==> config.mk <==
export PLATFORM = sky130hd
export DESIGN_NAME = ectc_stamp
export DESIGN_NICKNAME = d
export VERILOG_FILES = /design/src/hw/rtl/ectc_pkg.sv /design/src/hw/rtl/ectc_stamp.sv
export SDC_FILE = /design/constraint.sdc
export NUM_CORES = 2
export LEC_CHECK = 0
export ABC_AREA = 1
export BUFFER_PORTS_ARGS = -buffer_cell sky130_fd_sc_hd__buf_2
export CORE_ASPECT_RATIO = 1.4
export CORE_MARGIN = 8
export CORE_UTILIZATION = 45
export DETAILED_ROUTE_END_ITERATION = 10
export SLEW_MARGIN = 10
export SYNTH_ARGS = -nofsm -noshare
export SYNTH_HDL_FRONTEND = slang
export SYNTH_SLANG_ARGS = --single-unit
==> constraint.sdc <==
create_clock -name clk -period 17.81 [get_ports clk]
set_input_delay 1.781 -clock clk [delete_from_list [all_inputs] [get_ports clk]]
set_output_delay 1.781 -clock clk [all_outputs]
set_load 0.05 [all_outputs]
==> src/hw/rtl/ectc_pkg.sv <==
// Shared types and constants for the elapsed / count-down time counter.
// Holds the reciprocal constants for division by fixed time units.
// No dependencies.
package ectc_pkg;

	localparam int unsigned MS_PER_SEC      = 1000;
	localparam int unsigned HALF_SEC_MS     = 500;
	localparam int unsigned SECS_PER_MIN    = 60;
	localparam int unsigned MIN_PER_HOUR    = 60;
	localparam int unsigned HOURS_PER_DAY   = 24;
	localparam int unsigned DAYS_PER_YEAR   = 365;
	localparam int unsigned SECS_PER_HOUR   = 3600;
	localparam int unsigned SECS_PER_DAY    = 86400;
	localparam int unsigned SECS_PER_YEAR   = 31536000;

	localparam int unsigned TARGET_W = 42;

	// x / d == (x * ceil(2^k / d)) >> k for every 32-bit x, with k = 32 + ceil(log2 d)
	localparam logic [5:0] SH_MS   = 6'd42;
	localparam logic [5:0] SH_MIN  = 6'd38;
	localparam logic [5:0] SH_HOUR = 6'd44;
	localparam logic [5:0] SH_DAY  = 6'd49;
	localparam logic [5:0] SH_YEAR = 6'd57;

	localparam logic [32:0] REC_MS   =
		33'(((64'd1 << SH_MS) + 64'(MS_PER_SEC) - 64'd1) / 64'(MS_PER_SEC));
	localparam logic [32:0] REC_MIN  =
		33'(((64'd1 << SH_MIN) + 64'(SECS_PER_MIN) - 64'd1) / 64'(SECS_PER_MIN));
	localparam logic [32:0] REC_HOUR =
		33'(((64'd1 << SH_HOUR) + 64'(SECS_PER_HOUR) - 64'd1) / 64'(SECS_PER_HOUR));
	localparam logic [32:0] REC_DAY  =
		33'(((64'd1 << SH_DAY) + 64'(SECS_PER_DAY) - 64'd1) / 64'(SECS_PER_DAY));
	localparam logic [32:0] REC_YEAR =
		33'(((64'd1 << SH_YEAR) + 64'(SECS_PER_YEAR) - 64'd1) / 64'(SECS_PER_YEAR));

	localparam logic [4:0] DAY_ARM_HOUR     = 5'd13;
	localparam logic [3:0] MONTH_LAST       = 4'd11;
	localparam logic [8:0] SHORT_MONTH_DAYS = 9'd30;
	localparam logic [8:0] LONG_MONTH_DAYS  = 9'd31;

	typedef enum logic [0:0] {
		REG_COUNT_MODE        = 1'b0,
		REG_COUNTDOWN_SECONDS = 1'b1
	} reg_index_t;

	typedef enum logic [0:0] {
		MODE_UP   = 1'b0,
		MODE_DOWN = 1'b1
	} count_mode_t;

	typedef struct packed {
		count_mode_t         mode;
		logic [31:0]         cd_secs;
		logic [TARGET_W-1:0] target_ms;
	} cfg_t;

	typedef struct packed {
		logic        restart;
		logic [31:0] elapsed;
		logic [31:0] q_ms;
		logic [31:0] carried;
	} stamp_t;

	typedef struct packed {
		logic        restart;
		logic        hit;
		logic [31:0] secs;
		logic [31:0] q_min;
		logic [31:0] q_hour;
		logic [31:0] q_day;
		logic [7:0]  q_year;
		logic [31:0] elapsed;
	} split_t;

	typedef struct packed {
		logic [5:0]  sec_field;
		logic [5:0]  min_field;
		logic [4:0]  hour_field;
		logic [8:0]  day_field;
		logic [3:0]  month_field;
		logic [7:0]  year_field;
		logic [15:0] whole_days;
		logic [31:0] elapsed_ms;
		logic        done_flag;
	} result_t;

	function automatic logic [31:0] recip_div(input logic [31:0] x, input logic [32:0] m,
		input logic [5:0] sh);
		logic [64:0] p;
		p = {33'd0, x} * {32'd0, m};
		return 32'(p >> sh);
	endfunction

endpackage

==> src/hw/rtl/ectc_stamp.sv <==
// Timestamp stage: start/last stamps, carried seconds and the per-item ms-to-second step.
// Depends on ectc_pkg.
module ectc_stamp (
	input  logic            clk,
	input  logic            arst_n,
	input  ectc_pkg::cfg_t  cfg,
	input  logic            in_valid,
	output logic            in_ready,
	input  logic [31:0]     in_now,
	input  logic            in_restart,
	output logic            out_valid,
	input  logic            out_ready,
	output ectc_pkg::stamp_t out_item
);
	import ectc_pkg::*;

	logic        started_q;
	logic [31:0] start_q, last_q, total_q, carried_q;
	logic        valid_s2;
	stamp_t      item_s2;

	logic        e_started;
	logic [31:0] e_start, e_last, e_total, e_carried;
	logic        wrap, keep;
	logic [31:0] st0, n_start, n_carried, n_last, n_total, base, elapsed, q_ms;
	logic        load;

	assign in_ready  = !valid_s2 || out_ready;
	assign load      = in_valid && in_ready;
	assign out_valid = valid_s2;
	assign out_item  = item_s2;

	always_comb begin
		e_started = in_restart ? 1'b0 : started_q;
		e_start   = in_restart ? '0 : start_q;
		e_last    = in_restart ? '0 : last_q;
		e_total   = in_restart ? '0 : total_q;
		e_carried = in_restart ? '0 : carried_q;

		wrap      = 1'b0;
		keep      = 1'b0;
		st0       = e_start;
		n_start   = e_start;
		n_carried = e_carried;
		n_last    = e_last;
		base      = e_total;

		if (cfg.mode == MODE_DOWN) begin
			// a timestamp going backwards restarts the timing
			wrap      = e_last > in_now;
			keep      = e_started && !wrap;
			n_start   = keep ? e_start : in_now;
			n_carried = keep ? e_carried : (wrap ? e_total : '0);
			base      = (keep || wrap) ? e_total : '0;
			n_last    = in_now;
		end else begin
			st0       = e_started ? e_start : in_now;
			wrap      = st0 > in_now;
			n_start   = wrap ? in_now : st0;
			n_carried = wrap ? e_total + 32'(e_total != '0) : e_carried;
		end

		elapsed = in_now - n_start;
		q_ms    = recip_div(elapsed, REC_MS, SH_MS);
		n_total = (cfg.mode == MODE_DOWN) ? base + 32'd1 : q_ms + n_carried;
	end

	always_ff @(posedge clk or negedge arst_n) begin
		if (!arst_n) begin
			started_q <= 1'b0;
			start_q   <= '0;
			last_q    <= '0;
			total_q   <= '0;
			carried_q <= '0;
			valid_s2  <= 1'b0;
		end else begin
			if (in_ready) begin
				valid_s2 <= in_valid;
			end
			if (load) begin
				started_q <= 1'b1;
				start_q   <= n_start;
				last_q    <= n_last;
				total_q   <= n_total;
				carried_q <= n_carried;
			end
		end
	end

	always_ff @(posedge clk) begin
		if (load) begin
			item_s2.restart <= in_restart;
			item_s2.elapsed <= elapsed;
			item_s2.q_ms    <= q_ms;
			item_s2.carried <= n_carried;
		end
	end

endmodule

==> metrics.cfg <==
[critical_path]
timing.setup.critical_path_class=in2reg
worstPathArrival_ns=17.11
critical_path.max_fanout=35
cp.required_ns=18.34
crit_cells=79
end_kind=flip-flop
startpoint=in_restart
critPathLaunchType=primary input
critical-path-top-delay-family=adder cells
rr_worst_depth=79
critical_path.most_common_cell=sky130_fd_sc_hd__nand2_1
worst-path-buf-inv=16
slowest_delay_ns=0.96
crit-reg2reg-launch=started_q
timing.critical_path.slowest_stage_cell=sky130_fd_sc_hd__xnor2_1

[route]
drtAntennaViolNets=0
remaining_design_rule_violation_count=0
wirelength_um=107000
drt-wirelength-per-cell_um=20.8
drt-pass1-iter-count=5
route.vias.total=27700
drt-initial-drc-count=1669
routed_via_density=5.39

[global_route]
via_count_of_the_first_global_routing_pass=28600
antenna_found_initial=1
grt_max_degree=151
grt_first_pass_wirelength_um=166000
gr-total-overflow=0
groute.usage.overall=0.264

[cts]
cts_max_path_buffers=3
ctsRootBufferMaster=sky130_fd_sc_hd__clkbuf_16
cts_num_sinks=218
clk_transition_reported_paths_ns=0.06
h-tree-depth=1
clock_latency_ns=0.60
postCtsHoldBufs=0
tritoncts.num_buffers=28
tritoncts_clock_tree=built

[status]
run_status=finished, final reports clean

[floorplanning]
io_pins=211
die_area_um2=80700
design.core.area_um2=71300
die_h_um=333
floorplan.die.width_um=242
rows=116
initial_utilization=0.453

[yosys]
synth_commonest_cells=sky130_fd_sc_hd__inv_1 (808), sky130_fd_sc_hd__nand2_1 (688), sky130_fd_sc_hd__ha_1 (503)
netlist-cell-type-count=67
syn-mean-instance-area_um2=7.97
ys.flop_type=sky130_fd_sc_hd__dfrtp_1
synth_edf_count=88
synth_top_area_cell=sky130_fd_sc_hd__ha_1
synth_top_area_frac=0.195
async_flop_share=0.596
synth-seq-cells=218
post_synth_instance_area_um2=32300
synth_warnings=0
yosysMostFrequentCell=sky130_fd_sc_hd__inv_1
synth-seq-area-share=0.183
synthesis.instances=4050
synth_area_leaders=sky130_fd_sc_hd__ha_1 (19%), sky130_fd_sc_hd__fa_1 (19%), sky130_fd_sc_hd__dfrtp_1 (10%)

[placed_design]
port_buffers=127
hpwl_um=87400
globalplace.congestion=1.01

[run]
drv.max_cap_violation_count=0

[finish]
nets=5088
layout-area-overhead-vs-synth_pct=8.71
multiInputGateArea_um2=22800
antennaDiodeCount=0
fillerInstances=7164
drive_above_1_share=0.0877
seqCellArea_um2=5900

[min_path]
worst_hold_path_type=reg2reg
hold_path_startpoint=started_q
worst_hold_path_cell_count=2

[timing]
timing.final.crit_share=0.931
finalSetupTns_ns=0
tightestPinTransition_ns=1.20
slew_headroom=0.196
drv_slew=0
finalSetupViolCount=0
grt_setup_unrepaired=no
fin_worst_skew_ns=0.0180
maxClockFrequency_mhz=60.3
post_layout_minimum_cycle_time_ns=16.58
hold_viol=0

[metrics by stage]
step	worst slack (ns)	hold slack, ns	area (um^2)	cells	utilization
finish	1.23	0.484	35100	5139	0.493
global route	0.00367	0.519	35100	5139	0.493
CTS	1.07	0.485	35100	5139	0.492
detailed placement	0.480	0.468	34200	5087	0.480
global placement	0.503	0.465	34200	5087	0.480
floorplan	2.77	0.422	32300	4058	-
[placed cells by master, fill, tap and decap left out, drive strengths merged, types with 14 or more instances in the layout]
cell type / n
inv: 825
nand2: 720
ha: 503
nor2: 333
fa: 300
a21oi: 271
o21ai: 268
buf: 196
nand3: 150
dfrtp: 130
edfxtp: 88
xor2: 53
a31oi: 50
nand4: 43
clkbuf: 38
nor3: 37
xnor2: 25
o21bai: 15
a311oi: 15
a21boi: 15
nor4: 14
[path summary, 6_finish.rpt]
| kind | endpoint | slack, ns |
|---|---|---|
| worst max-delay path | total_q[24] | 1.23 |
| worst min-delay path | started_q | 0.48 |
| worst max register to register | total_q[24] | 2.39 |
| worst min register to register | started_q | 0.48 |
| max in group asynchronous | total_q[30] | 15.27 |
| min in group asynchronous | start_q[6] | 1.16 |
[per-layer routing]
layer / part of all wire / up-vias / track usage
met4: 0.073 / 2 / 0.165
met1: 0.37 / 13300 / 0.284
li1: - / 13300 / -
met5: 0.00012 / - / 0
met2: 0.52 / 692 / 0.494
met3: 0.040 / 299 / 0.0252
[state kept, by name, summed over array words and instances (netlist names)]
register,cells
total_q,32
carried_q,32
started_q,1
out_item,88
last_q,32
start_q,32
out_valid,1
[area by class of cell]
cell class	instances	area share
flip-flops and latches	218	0.168
repair buffers	196	0.0335
clock buffers	38	0.0222
multi-input cells	2904	0.651
inverters	825	0.0885
clock inverters	14	0.00317
well taps	944	0.0336
[worst min-delay path, delay by kind of cell (launching register included)]
kind                   cells  cell delay [ns]
buffers and inverters      1             0.07
and+or+nand+nor            1             0.07
DFF                        1             0.32
[repair_timing]
item | 4_1_cts | 5_1_grt
setup buffers | 0 | 0
setup endpoints to repair | 0 | 7
resized for setup | 0 | 1
[cells by family (layout without fill, tap and decap cells)]
kind of cell,count (synthesis),count (layout),share of synthesized area
and+or+nand+nor,1317,1317,0.182
buffers and inverters,936,1073,0.113
adders and majority gates,803,803,0.381
AOI/OAI and AO/OA,697,697,0.121
DFF,218,218,0.183
xor gates and xnor gates,78,78,0.0212
other,1,9,0.000116
Power is left out: the tool's default activity adds up to more than one toggle a clock period on the data nets, which glitch-free logic cannot reach.
