--- config.mk ---
export PLATFORM = sky130hd
export DESIGN_NAME = ectc_cal
export DESIGN_NICKNAME = d
export VERILOG_FILES = /design/src/hw/rtl/ectc_pkg.sv /design/src/hw/rtl/ectc_cal.sv
export SDC_FILE = /design/constraint.sdc
export NUM_CORES = 1
export LEC_CHECK = 0
export ABC_AREA = 1
export BUFFER_PORTS_ARGS = -buffer_cell sky130_fd_sc_hd__buf_4
export CORE_MARGIN = 10
export CORE_UTILIZATION = 50
export DETAILED_ROUTE_END_ITERATION = 12
export HOLD_SLACK_MARGIN = 0.1
export PLACE_DENSITY = 0.95
export SLEW_MARGIN = 40
export SYNTH_ARGS = -nofsm -noshare
export SYNTH_HDL_FRONTEND = slang
export SYNTH_SLANG_ARGS = --single-unit
--- constraint.sdc ---
create_clock -name clk -period 3.23 [get_ports clk]
set_input_delay 0.1615 -clock clk [delete_from_list [all_inputs] [get_ports clk]]
set_output_delay 0.1615 -clock clk [all_outputs]
set_load 0.05 [all_outputs]
--- src/hw/rtl/ectc_pkg.sv ---
// Shared types and constants for the elapsed / count-down time counter.
// Holds the reciprocal constants for division by fixed time units.
// No dependencies.
package ectc_pkg;

	localparam int unsigned MS_PER_SEC      = 1000;
	localparam int unsigned HALF_SEC_MS     = 500;
	localparam int unsigned SECS_PER_MIN    = 60;
	localparam int unsigned MIN_PER_HOUR    = 60;
	localparam int unsigned HOURS_PER_DAY   = 24;
	localparam int unsigned DAYS_PER_YEAR   = 365;
	localparam int unsigned SECS_PER_HOUR   = 3600;
	localparam int unsigned SECS_PER_DAY    = 86400;
	localparam int unsigned SECS_PER_YEAR   = 31536000;

	localparam int unsigned TARGET_W = 42;

	// x / d == (x * ceil(2^k / d)) >> k for every 32-bit x, with k = 32 + ceil(log2 d)
	localparam logic [5:0] SH_MS   = 6'd42;
	localparam logic [5:0] SH_MIN  = 6'd38;
	localparam logic [5:0] SH_HOUR = 6'd44;
	localparam logic [5:0] SH_DAY  = 6'd49;
	localparam logic [5:0] SH_YEAR = 6'd57;

	localparam logic [32:0] REC_MS   =
		33'(((64'd1 << SH_MS) + 64'(MS_PER_SEC) - 64'd1) / 64'(MS_PER_SEC));
	localparam logic [32:0] REC_MIN  =
		33'(((64'd1 << SH_MIN) + 64'(SECS_PER_MIN) - 64'd1) / 64'(SECS_PER_MIN));
	localparam logic [32:0] REC_HOUR =
		33'(((64'd1 << SH_HOUR) + 64'(SECS_PER_HOUR) - 64'd1) / 64'(SECS_PER_HOUR));
	localparam logic [32:0] REC_DAY  =
		33'(((64'd1 << SH_DAY) + 64'(SECS_PER_DAY) - 64'd1) / 64'(SECS_PER_DAY));
	localparam logic [32:0] REC_YEAR =
		33'(((64'd1 << SH_YEAR) + 64'(SECS_PER_YEAR) - 64'd1) / 64'(SECS_PER_YEAR));

	localparam logic [4:0] DAY_ARM_HOUR     = 5'd13;
	localparam logic [3:0] MONTH_LAST       = 4'd11;
	localparam logic [8:0] SHORT_MONTH_DAYS = 9'd30;
	localparam logic [8:0] LONG_MONTH_DAYS  = 9'd31;

	typedef enum logic [0:0] {
		REG_COUNT_MODE        = 1'b0,
		REG_COUNTDOWN_SECONDS = 1'b1
	} reg_index_t;

	typedef enum logic [0:0] {
		MODE_UP   = 1'b0,
		MODE_DOWN = 1'b1
	} count_mode_t;

	typedef struct packed {
		count_mode_t         mode;
		logic [31:0]         cd_secs;
		logic [TARGET_W-1:0] target_ms;
	} cfg_t;

	typedef struct packed {
		logic        restart;
		logic [31:0] elapsed;
		logic [31:0] q_ms;
		logic [31:0] carried;
	} stamp_t;

	typedef struct packed {
		logic        restart;
		logic        hit;
		logic [31:0] secs;
		logic [31:0] q_min;
		logic [31:0] q_hour;
		logic [31:0] q_day;
		logic [7:0]  q_year;
		logic [31:0] elapsed;
	} split_t;

	typedef struct packed {
		logic [5:0]  sec_field;
		logic [5:0]  min_field;
		logic [4:0]  hour_field;
		logic [8:0]  day_field;
		logic [3:0]  month_field;
		logic [7:0]  year_field;
		logic [15:0] whole_days;
		logic [31:0] elapsed_ms;
		logic        done_flag;
	} result_t;

	function automatic logic [31:0] recip_div(input logic [31:0] x, input logic [32:0] m,
		input logic [5:0] sh);
		logic [64:0] p;
		p = {33'd0, x} * {32'd0, m};
		return 32'(p >> sh);
	endfunction

endpackage

--- src/hw/rtl/ectc_cal.sv ---
// Calendar stage and result register: time fields, day/month/year stepping,
// count-down done flag. Depends on ectc_pkg.
module ectc_cal (
	input  logic              clk,
	input  logic              arst_n,
	input  ectc_pkg::cfg_t    cfg,
	input  logic              in_valid,
	output logic              in_ready,
	input  ectc_pkg::split_t  in_item,
	output logic              out_valid,
	input  logic              out_ready,
	output ectc_pkg::result_t out_item
);
	import ectc_pkg::*;

	logic       armed_q, short_q, done_q;
	logic [8:0] day_q;
	logic [3:0] month_q;
	logic [7:0] year_q;
	logic       res_valid_q;
	result_t    res_q;

	logic       e_armed, e_short, e_done;
	logic [8:0] e_day;
	logic [3:0] e_month;
	logic [7:0] e_year;
	logic       n_armed, n_short, n_done;
	logic [8:0] n_day;
	logic [3:0] n_month;
	logic [7:0] n_year;
	logic [5:0] f_sec, f_min;
	logic [4:0] f_hour;
	logic [8:0] f_yday;
	result_t    res;
	logic       load;

	assign in_ready  = !res_valid_q || out_ready;
	assign load      = in_valid && in_ready;
	assign out_valid = res_valid_q;
	assign out_item  = res_q;

	always_comb begin
		f_sec  = 6'(in_item.secs - 32'(in_item.q_min * SECS_PER_MIN));
		f_min  = 6'(in_item.q_min - 32'(in_item.q_hour * MIN_PER_HOUR));
		f_hour = 5'(in_item.q_hour - 32'(in_item.q_day * HOURS_PER_DAY));
		f_yday = 9'(in_item.q_day - 32'({24'd0, in_item.q_year} * DAYS_PER_YEAR));

		e_armed = in_item.restart ? 1'b0 : armed_q;
		e_short = in_item.restart ? 1'b1 : short_q;
		e_done  = in_item.restart ? 1'b0 : done_q;
		e_day   = in_item.restart ? '0 : day_q;
		e_month = in_item.restart ? '0 : month_q;
		e_year  = in_item.restart ? '0 : year_q;

		n_armed = e_armed;
		n_short = e_short;
		n_done  = e_done;
		n_day   = e_day;
		n_month = e_month;
		n_year  = e_year;

		res.sec_field  = f_sec;
		res.min_field  = f_min;
		res.hour_field = f_hour;
		res.whole_days = 16'(in_item.q_day);

		if (cfg.mode == MODE_DOWN) begin
			n_done = e_done || in_item.hit;
			if (n_done) begin
				n_day          = '0;
				n_year         = '0;
				res.sec_field  = '0;
				res.min_field  = '0;
				res.hour_field = '0;
				res.whole_days = '0;
			end else begin
				n_day  = f_yday;
				n_year = in_item.q_year;
			end
		end else begin
			// arm in the afternoon, count the day once the hour falls back to noon or earlier
			if (f_hour >= DAY_ARM_HOUR) begin
				n_armed = 1'b1;
			end else if (e_armed) begin
				n_day   = e_day + 9'd1;
				n_armed = 1'b0;
			end
			if (e_month >= MONTH_LAST && n_day >= SHORT_MONTH_DAYS) begin
				n_short = 1'b1;
				n_day   = '0;
				n_month = '0;
				n_year  = e_year + 8'd1;
			end else if (n_day >= SHORT_MONTH_DAYS && e_short) begin
				n_short = 1'b0;
				n_day   = '0;
				n_month = e_month + 4'd1;
			end else if (n_day >= LONG_MONTH_DAYS && !e_short) begin
				n_short = 1'b1;
				n_day   = '0;
				n_month = e_month + 4'd1;
			end
		end

		res.day_field   = n_day;
		res.month_field = n_month;
		res.year_field  = n_year;
		res.elapsed_ms  = in_item.elapsed;
		res.done_flag   = n_done;
	end

	always_ff @(posedge clk or negedge arst_n) begin
		if (!arst_n) begin
			armed_q     <= 1'b0;
			short_q     <= 1'b1;
			done_q      <= 1'b0;
			day_q       <= '0;
			month_q     <= '0;
			year_q      <= '0;
			res_valid_q <= 1'b0;
		end else begin
			if (in_ready) begin
				res_valid_q <= in_valid;
			end
			if (load) begin
				armed_q <= n_armed;
				short_q <= n_short;
				done_q  <= n_done;
				day_q   <= n_day;
				month_q <= n_month;
				year_q  <= n_year;
			end
		end
	end

	always_ff @(posedge clk) begin
		if (load) begin
			res_q <= res;
		end
	end

endmodule

==> summary.md, run 1 <==
| Metric | Value |
|---|---|
| Status | finished clean |
| Cells on worst reg2reg path | 16 |
| Most common cell in the netlist | nand2_1 |
| CP Cell Sequence | buf_4 > buf_4 > ha_4 > ha_1 > ha_1 > inv_1 > fa_1 > ha_4 > a21o_1 > a31oi_2 > nor2_2 > nor2_2 > o21bai_2 > nand2_1 > nand2_1 > a21oi_2 > xor2_1 > nand2_1 > nor2_1 |
| Post-synth EDFFs | 87 |
| Vias in the first global route | between 5000 and 6000 |
| Die Ht | 133 um |
| Asr flop ratio synth | 22.3% |
| Tcrit/Tclk final | 97.0% |
| Logic pwr share | 39.9% |
| Register area | 3240 um^2 |
| Largest net degree at the start of global routing | 41 |
| CTS tree | yes |
| Gp weighted congestion | between 0.9 and 1 |
| Critical R2R Launch | day_q[0]$_DFFE_PN0P_ |
| Hold Path Class | in2reg |
| Share of cells above drive strength 1 | a little over a quarter |
| Fin. max-slew vios | 0 |
| Vias per cell | 5.15 |
| Reg2reg setup slack | 0.39 ns |
| Hold_ws | 0.117 ns |
| Synth Area in Compound Gates | 4.99% |
| Syn Nets | ~1000 |
| Clock power frac | 23.2% |
| Largest area contributor in the netlist | edfxtp_1 |
| Top cell type's share of synthesized area | roughly 41% |
| Fmax | around 0.32 GHz |
| Worst r2r dst | out_item[50]$_DFFE_PP_ |
| Library cells used by synthesis | 40 |
| Top FF cell, synth | edfxtp_1 |
| Setup violations, final | 0 |
| Max FO, Critical Path | 4 |
| Multi-input logic area | 2750 um^2 |
| WHS Endpoint | out_item[48]$_DFFE_PP_ |
| Synth top area cells | edfxtp_1, ha_1, nand2_1, dfrtp_1, inv_1 |
| Normalized max-slew margin | between 40% and 50% |
| Core Area | 12600 um^2 |
| Min-delay src | in_item[55] |
| # DRC | 0 |
| DR iter-0 viols | 514 |
| Post-DRT Antenna Nets | 0 |
| Crit end category | flop |
| Xor/xnor share of the synthesized area | between 4 and 5% |
| Fin Clk Skew | around 0.014 ns |
| Effective utilization at floorplan | 50.9% |
| Post-synthesis share of cell area spent on full adders, half adders and majority gates | 14.0% |
| Int Pwr | around 3.1 mW |
| Syn. warnings | 0 |
| Avg Cell Area, Syn | 9.51 um^2 |
| Wire per inst | 18.7 um |
| TritonCTS buffer count | 9 |
| Largest family of logic cells by synthesized area | simple AND/OR/NAND/NOR gates |
| Grt total ovfl | 0 |
| Number of antenna diodes | 0 |
| Slowest stage delay, CP | 0.58 ns |
| Switch share | 37.3% |
| Req. time, crit path | 3.45 ns |
| Worst hold path depth | 3 |
| Final nets | 1214 |
| Die X | around 130 um |
| DR vias | 5555 |
| Clk root buf | clkbuf_16 |
| Post-synthesis sequential area ratio | between 50% and 60% |
| Commonest cells in the netlist | nand2_1, inv_1, edfxtp_1, nor2_1, ha_1 |
| P&R area growth vs syn | 37.0% |
| Ports | 338 |
| Clk_lat worst skew | 0.37 ns |
| Clock transition at path regs | 0.07 ns |
| Overall routed net length | 20200 um |
| Gr usage total | 21.9% |
| Fin. Hold Viols | 0 |
| Post-synthesis simple-gate area fraction | 18.0% |
| Switching pwr | 1.86 mW |
| Multiplexer area fraction after synthesis | 0% |
| Initial antenna violation count | 0 |
| Post-Syn Instances | between 600 and 700 |
| HPWL Detailed | approximately 14000 um |
| Worst endpoint data arrival time | approximately 3.4 ns |
| Layout fillers | 863 |
| Max IR drop VDD | 499 uV |
| Crit Path Class | in2reg |
| Lkg Pwr | 4.23 nW |
| TritonRoute pass-1 iters | 6 |
| Die ar. | around 18000 um^2 |
| Sequential Power Share | roughly 37% |
| Worst-Margin Slew | 0.831 ns |
| Power per cell area | 565 nW/um^2 |
| Launch point of the worst path | in_item[32] |
| Min Clock Period, post-route | ~3.1 ns |
| Max_cap viols | 0 |
| Clock H-tree levels | 3 |
| CP max-delay cell | fa_1 |
| Seq cells post-synth | about 110 |
| CTS Sinks | 112 |
| Pwr Total | 4.97 mW |
| Fin util | between 60% and 70% |
| Cell Rows | 41 |
| Area of the mapped netlist | 6420 um^2 |
| Most common cell on crit path | nand2_1 |
| CP startpoint kind | primary input |
| Longest Clk Path Bufs | 2 |
| Port Buffers | 168 |
| First-pass GRT wire length | 30900 um |
-- sequential cells by signal, summed over array words and instances, names as in the netlist --
name and flops:
out_item 87, short_q 1, day_q 9, year_q 8, armed_q 1, out_valid 1
month_q 4, done_q 1
-- power groups by stage --
stage,sequential (mW),combinational [mW],clock [mW]
2_1_floorplan,2.18,0.866,0
3_3_place_gp,1.85,1.73,0
3_5_place_dp,1.86,1.82,0
4_1_cts,1.83,1.88,1.16
5_1_grt,1.85,2.16,1.22
6_report,1.84,1.98,1.15
-- through the flow --
stage	instance area, um^2	TNS [ns]	instances	setup WS (ns)
after global routing	8800	-0.139	1078	-0.0904
after CTS	8720	0	1077	0.0474
after global placement	8040	-0.773	1023	-0.190
after detailed placement	8040	-1.59	1023	-0.375
final	8800	0	1078	0.0953
after floorplan	6440	0	675	0.0249
-- worst max path at each step --
stage                        endpoint  cells past startpoint
4_1_cts          day_q[7]$_DFFE_PN0P_                     15
2_1_floorplan  out_item[69]$_DFFE_PP_                     14
5_1_grt        out_item[69]$_DFFE_PP_                     19
3_3_place_gp     day_q[7]$_DFFE_PN0P_                     15
6_report       out_item[69]$_DFFE_PP_                     19
3_5_place_dp     day_q[7]$_DFFE_PN0P_                     15
-- metal layers --
layer  vias to the layer above  global-route usage (%)  part of all wire [%]
li1                       2613                       -                     -
met1                      2595                    22.6                    36
met2                       289                    38.9                    51
met3                        58                    8.46                   9.6
met4                         0                    9.07                   4.0
met5                         -                       0                     0
-- critical path: cells and delay by family --
family	cells	cell delay, ns
adders and majority gates	5	1.52
buffers and inverters	3	0.33
and+or+nand+nor	6	0.52
xor gates and xnor gates	1	0.19
AOI/OAI and AO/OA	4	0.63
-- timing repair --
item / 4_1_cts / 5_1_grt
hold buffers: 38 / 0
buffers inserted: 0 / 1
resized for setup: 1 / 14
cloned: 0 / 0
pin swaps: 0 / 12
endpoints found under the setup margin: 1 / 4
endpoints found under the hold margin: 62 / 0
-- layout make-up --
cell class / instances / area share [%]
inverter: 116 / 5.03
sequential: 112 / 36.8
clock inverter: 6 / 0.853
tap: 172 / 2.45
clock buffer: 10 / 2.60
multi-input combinational: 432 / 31.3
timing repair buffer: 230 / 21.0
-- cell usage in the layout, fill, tap and decap left out, types with 2 or more instances in the layout --
| master | netlist | routed |
|---|---|---|
| ha_1 | 51 | 46 |
| nand3_1 | 20 | 20 |
| nor2_1 | 73 | 70 |
| dlygate4sd3_1 | 0 | 38 |
| inv_1 | 112 | 109 |
| dfrtp_1 | 24 | 24 |
| a21oi_1 | 16 | 15 |
| buf_12 | 0 | 2 |
| o21ai_1 | 4 | 6 |
| edfxtp_1 | 87 | 87 |
| a21oi_2 | 1 | 2 |
| o22ai_1 | 5 | 5 |
| buf_4 | 2 | 190 |
| clkinv_4 | 0 | 2 |
| inv_4 | 1 | 3 |
| inv_2 | 3 | 4 |
| clkbuf_16 | 0 | 9 |
| o21ai_0 | 23 | 20 |
| nand2_1 | 162 | 162 |
| nor2_2 | 1 | 4 |
| xor2_1 | 18 | 18 |
| nand2_2 | 4 | 4 |
| nor2_4 | 3 | 3 |
| fa_1 | 13 | 13 |
| ha_4 | 0 | 5 |
| nor3_1 | 2 | 2 |
| xnor2_1 | 15 | 15 |
| nand4_1 | 8 | 8 |
-- logic make-up (layout without fill, tap and decap cells) --
kind of cell | Yosys count | count (layout)
compound gates | 57 | 57
xor+xnor | 33 | 33
fa+ha+maj | 64 | 64
buf+inv | 131 | 362
flops | 112 | 112
simple gates | 278 | 278
No activity file was read; power rests on OpenSTA's default activity.
==> run 2, diff against run 1 <==
Settings changed: CORE_UTILIZATION 50 to 51, CTS_BUF_LIST set to sky130_fd_sc_hd__clkbuf_4 sky130_fd_sc_hd__clkbuf_8.
==> run 2 against run 1 <==
Flip-flop and latch count unchanged. Count of clock-buffer cells in the layout fell by 1. Die area down 1.7%. Register-to-register slack gained 0.16 ns. Setup slack gained 0.078 ns. First-iteration DRC count decreased by 31%. Maximum frequency up 2.6%. Clock power down 24%. Non-clock buffer count increased by 11. Combinational power is 4% lower.
==> summary.md, run 2 (synthesized netlist as in run 1, its figures left out) <==
| Metric | Value |
|---|---|
| Status | finished clean |
| Max layer used | met4 |
| Effective utilization at floorplan | 52.8% |
| Fin util | 71.8% |
| Ports | ~340 |
| Overall routed net length | 17300 um |
| Gp weighted congestion | 0.901 |
| Power per cell area | 526 nW/um^2 |
| Core Area | 12200 um^2 |
| P&R area growth vs syn | 36.0% |
| Inst Count DP | ~1000 |
| Routed wl met3 | 2160 um |
| Pre-CTS WS | -0.266 ns |
| Cell Rows | 40 |
| Tcrit/Tclk final | a little over nine tenths |
| Max IR drop VDD | 360 uV |
| Min-delay src | in_item[52] |
| Met2 WL | 7960 um |
| Worst endpoint data arrival time | 3.19 ns |
| Pwr Total | 4.59 mW |
| Worst-Margin Slew | roughly 0.75 ns |
| Lkg Pwr | 4.22 nW |
| Port Buffers | 168 |
| Most frequent cells in the layout | buf_4, nand2_1, inv_1 |
| CP startpoint kind | primary input |
| TritonRoute pass-1 iters | 5 |
| Worst hold path depth | 3 |
| Initial antenna violation count | 0 |
| RSZ-0062 raised after global routing | no |
| Crit Path Class | in2reg |
| Gr usage total | 19.9% |
| Final nets | 1225 |
| Share of cells above drive strength 1 | approximately a quarter |
| Req. time, crit path | 3.36 ns |
| CTS Sinks | 112 |
| Min Clock Period, post-route | just over 3 ns |
| Fin Clk Skew | 0.0128 ns |
| Cells on worst reg2reg path | 17 |
| Clock transition at path regs | 0.11 ns |
| Met1 wire length | 6860 um |
| Fin. max-slew vios | 0 |
| Vias per cell | 4.98 |
| Worst r2r dst | out_item[58]$_DFFE_PP_ |
| Crit end category | flop |
| Setup repair bufs after CTS | 0 |
| TritonCTS buffer count | 9 |
| Commonest non-fill, non-tap cell in the layout | buf_4 |
| CTS tree | yes |
| WHS Endpoint | out_item[45]$_DFFE_PP_ |
| Clock H-tree levels | 3 |
| Cell Count, Final, Fillers Out | roughly 1100 |
| Grt total ovfl | 0 |
| DR iter-0 viols | 356 |
| Vias in the first global route | 5648 |
| Setup violations, final | 0 |
| DR vias | ~5400 |
| Max_cap viols | 0 |
| Fin. Hold Viols | 0 |
| Longest Clk Path Bufs | 2 |
| HPWL Detailed | between 10000 and 15000 um |
| Fmax | about 0.33 GHz |
| Post-DRT Antenna Nets | 0 |
| Largest register FFs | 87 |
| Post-route setup slack | approximately 0.17 ns |
| Largest net degree at the start of global routing | 58 |
| Clk_lat worst skew | 0.40 ns |
| Die Ht | 132 um |
| Die X | approximately 130 um |
| Setup TNS | 0 ns |
| Critical R2R Launch | day_q[0]$_DFFE_PN0P_ |
| First-pass GRT wire length | 28200 um |
| Hold Path Class | in2reg |
| Wire per inst | 15.9 um |
| # DRC | 0 |
| Die ar. | between 15000 and 20000 um^2 |
| Reg2reg setup slack | 0.55 ns |
| Normalized max-slew margin | 50.1% |
| Max FO, Critical Path | 3 |
| Clk root buf | clkbuf_8 |
## run 2: layer usage
layer | vias up | global-route usage, %
met2 | 253 | 31.9
met4 | 0 | 7.03
li1 | 2635 | -
met3 | 28 | 9.18
met1 | 2487 | 22.8
met5 | - | 0
## run 2: worst max-delay path by stage
stage           startpoint                      to  slack, ns  cells after the start
2_1_floorplan  in_item[33]  out_item[69]$_DFFE_PP_       0.02                     14
5_1_grt        in_item[32]    day_q[7]$_DFFE_PN0P_       0.01                     15
3_3_place_gp   in_item[33]  out_item[69]$_DFFE_PP_      -0.18                     15
4_1_cts        in_item[33]  out_item[69]$_DFFE_PP_       0.15                     19
3_5_place_dp   in_item[33]    day_q[7]$_DFFE_PN0P_      -0.27                     15
6_report       in_item[33]  out_item[69]$_DFFE_PP_       0.17                     15
## run 2: layout make-up
type | instances | area (um^2)
antenna | 1 | 2.50
clock inverter | 7 | 78.8
multi-input combinational | 432 | 2690
sequential | 112 | 3240
tap | 168 | 210
clock buffer | 9 | 124
timing repair buffer | 241 | 1950
fill | 812 | 3430
inverter | 116 | 440
## run 2: what timing repair did
action	in CTS	in global routing
resized for setup	0	2
hold buffers	50	1
setup endpoints to repair	0	2
endpoints found under the hold margin	74	1
## run 2: power breakdown
part           leakage [nW]  total [mW]  switching, mW  internal, mW
sequential             1.18        1.82         0.0696          1.75
combinational          2.94        1.90           1.16         0.742
clock                 0.104       0.872          0.505         0.367
total                  4.22        4.59           1.73          2.86
## run 2: metrics by stage
step	hold slack (ns)	instance area [um^2]
after floorplan	-0.134	6440
after global placement	0.0879	8010
after detailed placement	0.0889	8010
after CTS	0.103	8710
after global routing	0.119	8730
final	0.136	8730
## run 2: critical path: stages
cell and delay (ns):
buf_4 0.11, inv_1 0.09, fa_1 0.45, fa_1 0.51, inv_1 0.05, fa_1 0.48
fa_1 0.54, inv_1 0.06, ha_4 0.27, nand2_1 0.06, nand2_1 0.07, a21oi_2 0.05
xor2_1 0.16, nand2_1 0.08, nor2_1 0.04
==> run 3, diff against run 2 <==
Clock period 3.23 ns to 3.77 ns, I/O delays scaled along.
==> run 3 against run 2 <==
Die area unchanged. Critical path type unchanged. Clock power decreased by 13%. Global-route usage increased by 0.10 points. Flip-flop and latch count unchanged. Clock skew increased by 0.011 ns.
==> summary.md, run 3 (synthesized netlist as in run 1, its figures left out) <==
| Metric | Value |
|---|---|
| Hold-fix buffers, CTS | 43 |
| Vias per cell | 5.05 |
| Fin Clk Skew | 0.0237 ns |
| Die ar. | 17500 um^2 |
| Layout fillers | 832 |
| Lkg Pwr | around 4.1 nW |
| Effective utilization at floorplan | 52.8% |
| Vias in the first global route | ~5500 |
| Met1 wire length | 7110 um |
| Max FO, Critical Path | 6 |
| Commonest non-fill, non-tap cell in the layout | buf_4 |
| Pwr Total | 3.81 mW |
| Routed wl met3 | 1370 um |
| # DRC | 0 |
| TritonCTS buffer count | 9 |
| Final nets | 1199 |
| Req. time, crit path | 4.00 ns |
| Clk_lat worst skew | 0.40 ns |
| Fin. max-slew vios | 0 |
| Most frequent cells in the layout | buf_4, nand2_1, inv_1 |
| Power per cell area | 447 nW/um^2 |
| Wire per inst | 16.9 um |
| CTS tree | yes |
| Clock H-tree levels | 3 |
| Setup violations, final | 0 |
| Max_cap viols | 0 |
| Min-delay src | in_item[105] |
| Core Area | 12200 um^2 |
| Cell Rows | 40 |
| Critical R2R Launch | day_q[0]$_DFFE_PN0P_ |
| Launch point of the worst path | in_item[33] |
| Fmax | ~0.29 GHz |
| Grt total ovfl | 0 |
| RSZ-0062 raised after global routing | no |
| Tcrit/Tclk final | between 90% and 100% |
| Number of antenna diodes | 0 |
| CP startpoint kind | primary input |
| Setup repair bufs after CTS | 0 |
| Post_cts resized | 0 |
| Share of cells above drive strength 1 | about a quarter |
| Clock transition at path regs | 0.12 ns |
| Met2 WL | 8940 um |
| Normalized max-slew margin | 51.9% |
| Die Ht | 132 um |
| Crit end category | flop |
| Largest register FFs | 87 |
| Crit Path Class | in2reg |
| Gp weighted congestion | 0.939 |
| DR vias | 5344 |
| Hold Path Class | in2reg |
| TritonRoute pass-1 iters | 5 |
| Clk root buf | clkbuf_8 |
| Max IR drop VDD | slightly above 300 uV |
| Post-DRT Antenna Nets | 0 |
| Status | finished clean |
| Gr usage total | around 20% |
| Min Clock Period, post-route | ~3.4 ns |
| Cells on worst reg2reg path | 17 |
| Max layer used | met4 |
| Ports | 338 |
| Initial antenna violation count | 0 |
| Largest net degree at the start of global routing | 88 |
| Worst-Margin Slew | 0.721 ns |
| Longest Clk Path Bufs | 2 |
| HPWL Detailed | about 12000 um |
| Overall routed net length | between 15000 and 20000 um |
| P&R area growth vs syn | 32.6% |
| Worst endpoint data arrival time | 3.63 ns |
| Die X | roughly 130 um |
| Fin. Hold Viols | 0 |
| Worst hold path depth | 3 |
| CTS Sinks | between 100 and 150 |
| Port Buffers | 168 |
| Inst Count DP | 1000 |
| Setup TNS | 0 ns |
| Cell Count, Final, Fillers Out | 1059 |
| DR iter-0 viols | around 400 |
| First-pass GRT wire length | 28200 um |
==> run 3: changes by cell type in the layout (fill, tap and decap cells not counted), moves of 3 or more <==
cell / before / now
clkinv_4: 3 / 0
buf_4: 189 / 171
clkinv_8: 0 / 4
dlygate4sd3_1: 51 / 43
==> run 3: report_power, final <==
group / switching (mW) / internal (mW) / leakage, nW / total (mW)
clock network: 0.484 / 0.276 / 0.109 / 0.760
registers: 0.0646 / 1.50 / 1.18 / 1.57
logic: 0.960 / 0.522 / 2.82 / 1.48
==> run 3: per-layer routing <==
metal / track usage [%] / up-vias
met5: 0 / -
met4: 7.03 / 0
met3: 5.95 / 34
met2: 34.6 / 230
met1: 22.8 / 2500
li1: - / 2580
==> run 3: per-stage QoR <==
step                      setup WS [ns]  hold WS, ns  utilization [%]  area [um^2]
after CTS                         0.397        0.103             70.0         8510
after global placement            0.183        0.123             64.6         7860
final                             0.372        0.109             70.0         8510
after floorplan                   0.454       -0.107                -         6420
after global routing              0.231        0.102             70.0         8510
after detailed placement         0.0416        0.126             64.6         7860
==> run 3: final timing paths <==
path | slack [ns] | endpoint
min reg2reg | 0.49 | year_q[1]$_DFFE_PN0P_
max in group asynchronous | 3.23 | short_q$_DFFE_PN1P_
min | 0.11 | out_item[76]$_DFFE_PP_
max reg2reg | 0.80 | out_item[58]$_DFFE_PP_
max | 0.37 | out_item[69]$_DFFE_PP_
min in group asynchronous | 0.23 | day_q[4]$_DFFE_PN0P_
==> run 3: critical path, cell delays in order <==
cell	delay, ns
buf_4	0.14
inv_1	0.08
fa_1	0.48
fa_1	0.52
inv_1	0.05
fa_1	0.49
fa_1	0.58
inv_1	0.05
ha_1	0.34
nand2_1	0.10
nand2_1	0.06
a21oi_1	0.16
xor2_1	0.21
nand2_1	0.07
nor2_1	0.12
==> run 3: layout make-up <==
cell class	instances	area (um^2)	share of cell area, %
clock buffer	9	124	1.45
clock inverter	7	98.8	1.16
inverter	116	440	5.17
multi-input combinational	432	2670	31.3
sequential	112	3240	38.0
tap	168	210	2.47
timing repair buffer	215	1730	20.4
